## config.mk

```make
export PLATFORM = sky130hd
export DESIGN_NAME = midpoint_circle_rasterizer_top
export DESIGN_NICKNAME = d
export VERILOG_FILES = /design/src/rtl/mcr_pkg.sv /design/src/rtl/mcr_seq.sv /design/src/rtl/mcr_clip.sv /design/src/rtl/midpoint_circle_rasterizer_top.sv
export VERILOG_INCLUDE_DIRS = /design/src /design/src/rtl
export SDC_FILE = /design/constraint.sdc
export NUM_CORES = 1
export LEC_CHECK = 0
export BUFFER_PORTS_ARGS = -buffer_cell sky130_fd_sc_hd__buf_2
export CORE_ASPECT_RATIO = 0.7
export CORE_MARGIN = 5
export CORE_UTILIZATION = 45
export CTS_CLUSTER_SIZE = 24
export DETAILED_ROUTE_END_ITERATION = 8
export PLACE_DENSITY_LB_ADDON = 0.3
export SETUP_SLACK_MARGIN = 0.5
export SYNTH_ARGS = -nofsm -noshare
export SYNTH_HDL_FRONTEND = slang
export SYNTH_SLANG_ARGS = --single-unit
```

## constraint.sdc

```tcl
create_clock -name clk -period 8.16 [get_ports clk]
set_input_delay 1.632 -clock clk [delete_from_list [all_inputs] [get_ports clk]]
set_output_delay 1.632 -clock clk [all_outputs]
set_load 0.05 [all_outputs]
```

## src/rtl/midpoint_circle_rasterizer_top_defines.svh

```systemverilog
// assertion macros for the midpoint circle rasterizer
// no dependencies; included by the top level only
`ifndef MIDPOINT_CIRCLE_RASTERIZER_TOP_DEFINES_SVH
`define MIDPOINT_CIRCLE_RASTERIZER_TOP_DEFINES_SVH

// same-cycle implication under reset
`define MCR_ASSERT_NOW(name, clk, rstn, ante, cons, msg) \
	name: assert property (@(posedge clk) disable iff (!rstn) (ante) |-> (cons)) \
		else $error(msg);

// next-cycle implication under reset
`define MCR_ASSERT_NEXT(name, clk, rstn, ante, cons, msg) \
	name: assert property (@(posedge clk) disable iff (!rstn) (ante) |=> (cons)) \
		else $error(msg);

`endif

```

## src/rtl/mcr_pkg.sv

```systemverilog
// shared types and constants for the midpoint circle rasterizer
// no dependencies
`default_nettype none

package mcr_pkg;

	localparam int unsigned SCREEN_WIDTH  = 400;
	localparam int unsigned SCREEN_HEIGHT = 300;

	// input field widths
	localparam int unsigned OPW = 2;
	localparam int unsigned CRW = 12;
	// decision variable width
	localparam int unsigned DW = 16;
	// internal signed coordinate width, holds center +- radius and span ends
	localparam int unsigned CW = 15;
	// output field width
	localparam int unsigned SW = 9;
	// slot counter width
	localparam int unsigned SLW = 3;

	typedef enum logic [OPW-1:0] {
		OP_OUTLINE = 2'd0,
		OP_FILL    = 2'd1,
		OP_STEP    = 2'd2
	} op_t;

	typedef struct packed {
		logic [OPW-1:0]        opcode;
		logic signed [CRW-1:0] center_x;
		logic signed [CRW-1:0] center_y;
		logic signed [CRW-1:0] radius;
		logic                  pen_color;
	} item_t;

	// one pixel or span before clipping
	typedef struct packed {
		logic signed [CW-1:0] px;
		logic signed [CW-1:0] py;
		logic signed [CW-1:0] w;
	} point_t;

	// sequencer status toward the top level
	typedef struct packed {
		logic res_valid;
		logic last;
		logic color;
		logic busy;
	} seq_stat_t;

endpackage

`default_nettype wire

```

## src/rtl/mcr_seq.sv

```systemverilog
// circle sequencer: held circle state, slot selection and decision update
// depends on mcr_pkg
`default_nettype none

module mcr_seq (
	input  wire logic              clk,
	input  wire logic              arst_n,
	input  wire logic              fire,
	input  wire mcr_pkg::item_t    item,
	output mcr_pkg::point_t        pt,
	output mcr_pkg::seq_stat_t     stat
);
	import mcr_pkg::*;

	logic                  busy_q;
	logic                  fill_q;
	logic signed [CRW-1:0] cx_q;
	logic signed [CRW-1:0] cy_q;
	logic signed [CRW-1:0] x_q;
	logic signed [CRW-1:0] y_q;
	logic signed [DW-1:0]  d_q;
	logic                  color_q;
	logic [SLW-1:0]        slot_q;

	logic signed [CW-1:0]  cxe, cye, xe, ye;
	logic                  is_start, is_step, wrap;
	logic signed [CRW:0]   x_nxt, y_nxt;
	logic signed [DW-1:0]  d_nxt;
	logic signed [DW-1:0]  xd, yd;

	assign cxe = CW'(cx_q);
	assign cye = CW'(cy_q);
	assign xe  = CW'(x_q);
	assign ye  = CW'(y_q);

	// mirrored point or span for the current slot
	always_comb begin
		pt = '0;
		if (!fill_q) begin
			pt.w = CW'(1);
			case (slot_q)
				3'd0: begin pt.px = cxe + xe; pt.py = cye + ye; end
				3'd1: begin pt.px = cxe - xe; pt.py = cye + ye; end
				3'd2: begin pt.px = cxe + xe; pt.py = cye - ye; end
				3'd3: begin pt.px = cxe - xe; pt.py = cye - ye; end
				3'd4: begin pt.px = cxe + ye; pt.py = cye + xe; end
				3'd5: begin pt.px = cxe - ye; pt.py = cye + xe; end
				3'd6: begin pt.px = cxe + ye; pt.py = cye - xe; end
				default: begin pt.px = cxe - ye; pt.py = cye - xe; end
			endcase
		end else begin
			case (slot_q[1:0])
				2'd0: begin
					pt.px = cxe - xe; pt.py = cye + ye; pt.w = (xe <<< 1) + CW'(1);
				end
				2'd1: begin
					pt.px = cxe - xe; pt.py = cye - ye; pt.w = (xe <<< 1) + CW'(1);
				end
				2'd2: begin
					pt.px = cxe - ye; pt.py = cye + xe; pt.w = (ye <<< 1) + CW'(1);
				end
				default: begin
					pt.px = cxe - ye; pt.py = cye - xe; pt.w = (ye <<< 1) + CW'(1);
				end
			endcase
		end
	end

	assign is_start = fire && (item.opcode == OP_OUTLINE || item.opcode == OP_FILL);
	assign is_step  = fire && (item.opcode == OP_STEP) && busy_q;
	assign wrap     = fill_q ? (slot_q[1:0] == 2'd3) : (slot_q == 3'd7);

	// end-of-iteration decision update
	assign xd = DW'(x_q);
	assign yd = DW'(y_q);
	always_comb begin
		x_nxt = (CRW+1)'(x_q) + (CRW+1)'(1);
		if (d_q < 0) begin
			d_nxt = d_q + (xd <<< 2) + DW'(6);
			y_nxt = (CRW+1)'(y_q);
		end else begin
			d_nxt = d_q + ((xd - yd) <<< 2) + DW'(10);
			y_nxt = (CRW+1)'(y_q) - (CRW+1)'(1);
		end
	end

	assign stat.res_valid = is_step;
	assign stat.last      = is_step && wrap && (x_nxt > y_nxt);
	assign stat.color     = color_q;
	assign stat.busy      = busy_q;

	always_ff @(posedge clk or negedge arst_n) begin
		if (!arst_n) begin
			busy_q  <= 1'b0;
			fill_q  <= 1'b0;
			cx_q    <= '0;
			cy_q    <= '0;
			x_q     <= '0;
			y_q     <= '0;
			d_q     <= '0;
			color_q <= 1'b0;
			slot_q  <= '0;
		end else if (is_start) begin
			busy_q  <= (item.radius > 0);
			fill_q  <= (item.opcode == OP_FILL);
			cx_q    <= item.center_x;
			cy_q    <= item.center_y;
			x_q     <= '0;
			y_q     <= item.radius;
			d_q     <= DW'(3) - (DW'(item.radius) <<< 1);
			color_q <= item.pen_color;
			slot_q  <= '0;
		end else if (is_step) begin
			if (wrap) begin
				slot_q <= '0;
				d_q    <= d_nxt;
				x_q    <= x_nxt[CRW-1:0];
				y_q    <= y_nxt[CRW-1:0];
				if (x_nxt > y_nxt) begin
					busy_q <= 1'b0;
				end
			end else begin
				slot_q <= slot_q + SLW'(1);
			end
		end
	end

endmodule

`default_nettype wire

```

## src/rtl/mcr_clip.sv

```systemverilog
// screen clipping of one pixel or horizontal span
// depends on mcr_pkg
`default_nettype none

module mcr_clip (
	input  wire mcr_pkg::point_t         pt,
	output logic [mcr_pkg::SW-1:0]       span_x,
	output logic [mcr_pkg::SW-1:0]       span_y,
	output logic [mcr_pkg::SW-1:0]       span_length,
	output logic                         visible
);
	import mcr_pkg::*;

	localparam logic signed [CW-1:0] SCR_W = CW'(SCREEN_WIDTH);
	localparam logic signed [CW-1:0] SCR_H = CW'(SCREEN_HEIGHT);

	logic signed [CW-1:0] x0, x1, x1c, len;
	logic                 row_ok;

	assign row_ok = (pt.py >= 0) && (pt.py < SCR_H);
	assign x0     = (pt.px < 0) ? '0 : pt.px;
	assign x1     = pt.px + pt.w;
	assign x1c    = (x1 > SCR_W) ? SCR_W : x1;
	assign len    = x1c - x0;

	assign visible     = row_ok && (x1c > x0);
	assign span_x      = visible ? x0[SW-1:0] : '0;
	assign span_y      = visible ? pt.py[SW-1:0] : '0;
	assign span_length = visible ? len[SW-1:0] : '0;

endmodule

`default_nettype wire

```

## src/rtl/midpoint_circle_rasterizer_top.sv

```systemverilog
// top level of the midpoint circle rasterizer: input register, sequencer,
// clipping and result register; depends on mcr_pkg, mcr_seq, mcr_clip
`default_nettype none

// Midpoint circle rasterizer. Send a start item (tuser 0 = outline, 1 = filled)
// carrying center, radius and pen color, then one step item per wanted result;
// each step while a circle runs returns one clipped pixel (outline, eight per
// iteration) or one clipped horizontal span (filled, four per iteration), and
// the final result of the circle has tlast set. Start items, steps while idle,
// opcode 3 and starts with radius zero or below return nothing. One item is
// accepted every clock while the output is not stalled; a step item waits in
// the input register until the result register can take its result, which is
// worked out combinationally by the sequencer and clip logic between the two
// registers and then offered on the output. Results off screen come back with
// tuser (visible) low and zero position and length.
`include "midpoint_circle_rasterizer_top_defines.svh"

module midpoint_circle_rasterizer_top (
	input  wire logic        clk,
	input  wire logic        arst_n,
	input  wire logic        s_tvalid,
	output logic             s_tready,
	input  wire logic [39:0] s_tdata,  // center_x, center_y, radius, pen_color, zero fill
	input  wire logic [1:0]  s_tuser,  // opcode
	output logic             m_tvalid,
	input  wire logic        m_tready,
	output logic [31:0]      m_tdata,  // span_x, span_y, span_length, pen_out, zero fill
	output logic             m_tuser,  // visible
	output logic             m_tlast   // last_item
);
	import mcr_pkg::*;

	// input stage
	logic      v_s1;
	item_t     item_s1;

	// result register
	logic          m_valid_q;
	logic [SW-1:0] sx_q, sy_q, len_q;
	logic          pen_q, vis_q, last_q;

	logic          out_ready, fire, in_acc;
	point_t        pt;
	seq_stat_t     stat;
	logic [SW-1:0] sx, sy, len;
	logic          vis;

	// result register frees when empty or being taken
	assign out_ready = !m_valid_q || m_tready;
	// held item is processed once the result side can take its result
	assign fire      = v_s1 && out_ready;
	assign s_tready  = !v_s1 || out_ready;
	assign in_acc    = s_tvalid && s_tready;

	always_ff @(posedge clk or negedge arst_n) begin
		if (!arst_n) begin
			v_s1 <= 1'b0;
		end else if (in_acc) begin
			v_s1 <= 1'b1;
		end else if (fire) begin
			v_s1 <= 1'b0;
		end
	end

	// payload needs no reset
	always_ff @(posedge clk) begin
		if (in_acc) begin
			item_s1.opcode    <= s_tuser;
			item_s1.center_x  <= s_tdata[11:0];
			item_s1.center_y  <= s_tdata[23:12];
			item_s1.radius    <= s_tdata[35:24];
			item_s1.pen_color <= s_tdata[36];
		end
	end

	mcr_seq u_seq (
		.clk    (clk),
		.arst_n (arst_n),
		.fire   (fire),
		.item   (item_s1),
		.pt     (pt),
		.stat   (stat)
	);

	mcr_clip u_clip (
		.pt          (pt),
		.span_x      (sx),
		.span_y      (sy),
		.span_length (len),
		.visible     (vis)
	);

	always_ff @(posedge clk or negedge arst_n) begin
		if (!arst_n) begin
			m_valid_q <= 1'b0;
		end else if (out_ready) begin
			m_valid_q <= stat.res_valid;
		end
	end

	always_ff @(posedge clk) begin
		if (out_ready && stat.res_valid) begin
			sx_q   <= sx;
			sy_q   <= sy;
			len_q  <= len;
			pen_q  <= stat.color;
			vis_q  <= vis;
			last_q <= stat.last;
		end
	end

	assign m_tvalid = m_valid_q;
	assign m_tdata  = {4'b0, pen_q, len_q, sy_q, sx_q};
	assign m_tuser  = vis_q;
	assign m_tlast  = last_q;

	// an invisible result carries no position or length
	`MCR_ASSERT_NOW(a_invis_zero, clk, arst_n, m_valid_q && !vis_q,
		sx_q == '0 && sy_q == '0 && len_q == '0, "invisible result not zeroed")

	// a visible span is non-empty and ends on screen
	`MCR_ASSERT_NOW(a_vis_span, clk, arst_n, m_valid_q && vis_q,
		len_q != '0 && ({1'b0, sx_q} + {1'b0, len_q}) <= (SW+1)'(SCREEN_WIDTH),
		"visible span out of screen")

	// the last result of a circle leaves the sequencer idle
	`MCR_ASSERT_NEXT(a_last_idle, clk, arst_n, fire && stat.last,
		!stat.busy && m_valid_q && last_q, "circle still busy after last result")

endmodule

`default_nettype wire

```

==> impl_metrics.py <==
metrics = {
    "sta": {
        "finalSetupViolCount": 0,
        "finalCritPeriodShare_pct": 89.74,
        "finalCriticalPeriod_ns": 7.323,
        "hold_violations": 0,
        "slew_violations": 0,
        "slew_headroom_pct": 9.542,
        "setup-tns-final_ns": 0,
        "tightest_slew_ns": 1.352,
        "clock_skew_ns": 0.01653,
        "rsz0062_at_grt": "true",
        "fmax_ghz": 0.1366,
    },
    "hold_path": {
        "hp-class": "reg -> reg",
    },
    "global_route": {
        "grt_pass1_vias": 13140,
        "grt_start_max_net_pins": 64,
        "grt_use_total_pct": 27.29,
        "antenna_found_initial": 2,
        "grt_pass1_wl_mm": 77.63,
        "grt_overflow": 0,
    },
    "critical_path": {
        "arrival_ns": 7.50,
        "required_ns": 8.34,
        "path_max_fanout": 14,
        "cp_slowest_cell": "a2111oi_1",
        "critPathKind": "reg -> reg",
        "endpoint_kind": "register",
        "critPathMaxStageDelay_ns": 0.57,
        "start_kind": "register",
    },
    "cts": {
        "clockBufferDepth": 2,
        "cts_tree": "yes",
        "clock_latency_ns": 0.45,
        "path_clk_slew_ns": 0.06,
        "cts_max_level": 4,
        "cts_root_buffer": "clkbuf_16",
        "cts.sink_count": 140,
        "postCtsHoldBufs": 0,
        "numCtsBuffers": 17,
    },
    "finish": {
        "final_cell_mix": "ha_1 (205), nand2_1 (178), nor2_1 (159)",
        "drive_above_1_share_pct": 12.56,
        "layout.nets": 2139,
        "syn_to_final_growth_pct": 12.49,
        "mostFrequentLayoutCell": "ha_1",
        "nFillCells": 3115,
        "antenna_cells": 0,
        "fin_area_um2": 16780,
    },
    "placement": {
        "place_area_um2": 16130,
        "portBuffers": 74,
        "gp_congestion": 0.9896,
        "hpwl_mm": 39.93,
    },
    "synthesis": {
        "postSynthCellCount": 1773,
        "synth_seq_cells": 140,
        "synth_area_um2": 14920,
        "synth_ff_type": "dfrtp_1",
        "yosysSeqAreaShare_pct": 25.80,
        "ys_warn_count": 0,
        "synth_area_per_cell_um2": 8.413,
        "synth_cell_types": 82,
        "synthArstFlopShare_pct": 50.71,
        "synth_edf_count": 69,
    },
    "pwr": {
        "p_comb_share_pct": 60.5,
        "irDropWorstVdd_uv": 147.9,
        "clock_power_share_pct": 18.3,
        "p_leak_nw": 7.587,
        "power.density_nw_per_um2": 254.4,
        "p_int_mw": 2.323,
        "p_switching_mw": 1.946,
        "pwr-share-seq_pct": 21.2,
        "power_switching_share_pct": 45.59,
    },
    "route": {
        "detail_route.iter0.violations": 1426,
        "post_drt_wl_per_cell_um": 21.74,
        "drcViolationCount": 0,
        "ant_nets": 0,
        "routed-via-count": 13910,
        "drt-total-wl_mm": 50.32,
        "drt-pass1-iter-count": 5,
        "viasPerCell": 6.010,
    },
    "floorplanning": {
        "die_h_um": 162.3,
        "boundaryPins": 82,
        "die_w_um": 227.6,
        "num_rows": 55,
        "start_util_pct": 45.92,
        "dieArea_um2": 36940,
        "coreArea_um2": 32480,
    },
    "job": {
        "drv_cap": 0,
    },
    "status": {
        "outcome": "finished clean",
    },
}
-- per-stage QoR --
step | util, % | setup slack [ns] | hold WS [ns] | std cells | total power, mW
4_1_cts | 51.44 | 0.6311 | 0.4401 | 2312 | 4.185
3_3_place_gp | 49.66 | 0.6909 | 0.4197 | 2280 | 3.342
3_5_place_dp | 49.66 | 0.6515 | 0.4234 | 2280 | 3.386
6_report | 51.66 | 0.8370 | 0.4387 | 2314 | 4.269
2_1_floorplan | - | 0.9197 | 0.4146 | 1776 | 2.629
5_1_grt | 51.66 | 0.4927 | 0.4613 | 2314 | 4.565
-- metal layers --
metal	vias up	routed length, um	global-route usage, %	share of wire, %
met5	-	0	0	0
met2	671	19940	37.64	40
met1	6547	23630	41.67	47
li1	6638	-	-	-
met3	51	6054	8.817	12
met4	0	692	5.134	1.4
-- timing repair --
item | CTS | global route
resized for setup | 0 | 20
hold endpoints to repair | 0 | 0
endpoints found under the setup margin | 0 | 28
setup buffers | 0 | 2
-- area by class of cell --
type | count | area, um^2 | share of cell area, %
Multi-Input combinational cell | 1455 | 10410 | 62.04
Clock inverter | 13 | 135.1 | 0.8054
Sequential cell | 140 | 3849 | 22.94
Tap cell | 427 | 534.3 | 3.184
Timing Repair Buffer | 157 | 1021 | 6.085
Clock buffer | 19 | 442.9 | 2.640
Inverter | 103 | 386.6 | 2.304
-- power by group through the flow --
stage | Clock, mW | Combinational, mW | Sequential, mW
final | 0.781 | 2.58 | 0.906
after global routing | 0.827 | 2.83 | 0.911
after CTS | 0.796 | 2.49 | 0.900
after detailed placement | 0 | 2.47 | 0.914
after global placement | 0 | 2.43 | 0.912
after floorplan | 0 | 1.74 | 0.891
-- critical path, delay by kind of cell, from the launching register on --
family	cells	cell delay [ns]
xor gates and xnor gates	2	0.42
and+or+nand+nor	7	1.16
AOI/OAI and AO/OA	16	3.49
buffers and inverters	6	0.72
adders and majority gates	3	0.90
DFF	1	0.35
-- flip-flops by register name (all words and copies together), names as in the netlist --
register / cells
sy_q: 9
u_seq.y_q: 12
m_tlast: 1
u_seq.cy_q: 12
pen_q: 1
sx_q: 9
u_seq.fill_q: 1
len_q: 9
v_s1: 1
u_seq.color_q: 1
u_seq.busy_q: 1
u_seq.cx_q: 12
u_seq.slot_q: 3
u_seq.x_q: 12
item_s1: 39
m_tvalid: 1
u_seq.d_q: 15
m_tuser: 1
-- kinds of logic after synthesis --
family / synth area share [%]
fa+ha+maj: 19.03
simple gates: 17.15
buf+inv: 4.907
flops: 25.80
compound gates: 23.90
xor+xnor: 7.751
other cells: 0.02514
mux: 1.434
-- cells in the mapped netlist, drive strengths merged, types with 20 or more instances --
master	n	area (um^2)
a21o	40	300.3
o22ai	22	137.6
nor2b	36	225.2
edfxtp	69	2072
buf	20	127.6
nand2b	34	212.7
xnor2	89	779.5
ha	206	2577
clkbuf	58	217.7
nand2	178	668.1
dfrtp	71	1777
o211ai	21	171.4
o31ai	20	155.1
a21oi	122	618.1
o21a	20	150.1
o21ai	107	535.5
nor3	28	145.1
inv	102	382.9
xor2	43	376.6
a211oi	29	240.2
nand3	23	115.1
nor2	163	616.8
-- worst paths after layout --
kind,start,endpoint,slack [ns],cells after the start
hold / removal,item_s1[28],u_seq.cx_q[3],0.44,2
setup / recovery,u_seq.y_q[1],sy_q[3],0.84,34
hold reg to reg,item_s1[28],u_seq.cx_q[3],0.44,2
max in group asynchronous,arst_n,u_seq.cy_q[4],6.02,2
setup reg to reg,u_seq.y_q[1],sy_q[3],0.84,34
min in group asynchronous,arst_n,u_seq.d_q[13],1.08,1
Power figures use the tool's default switching activity.
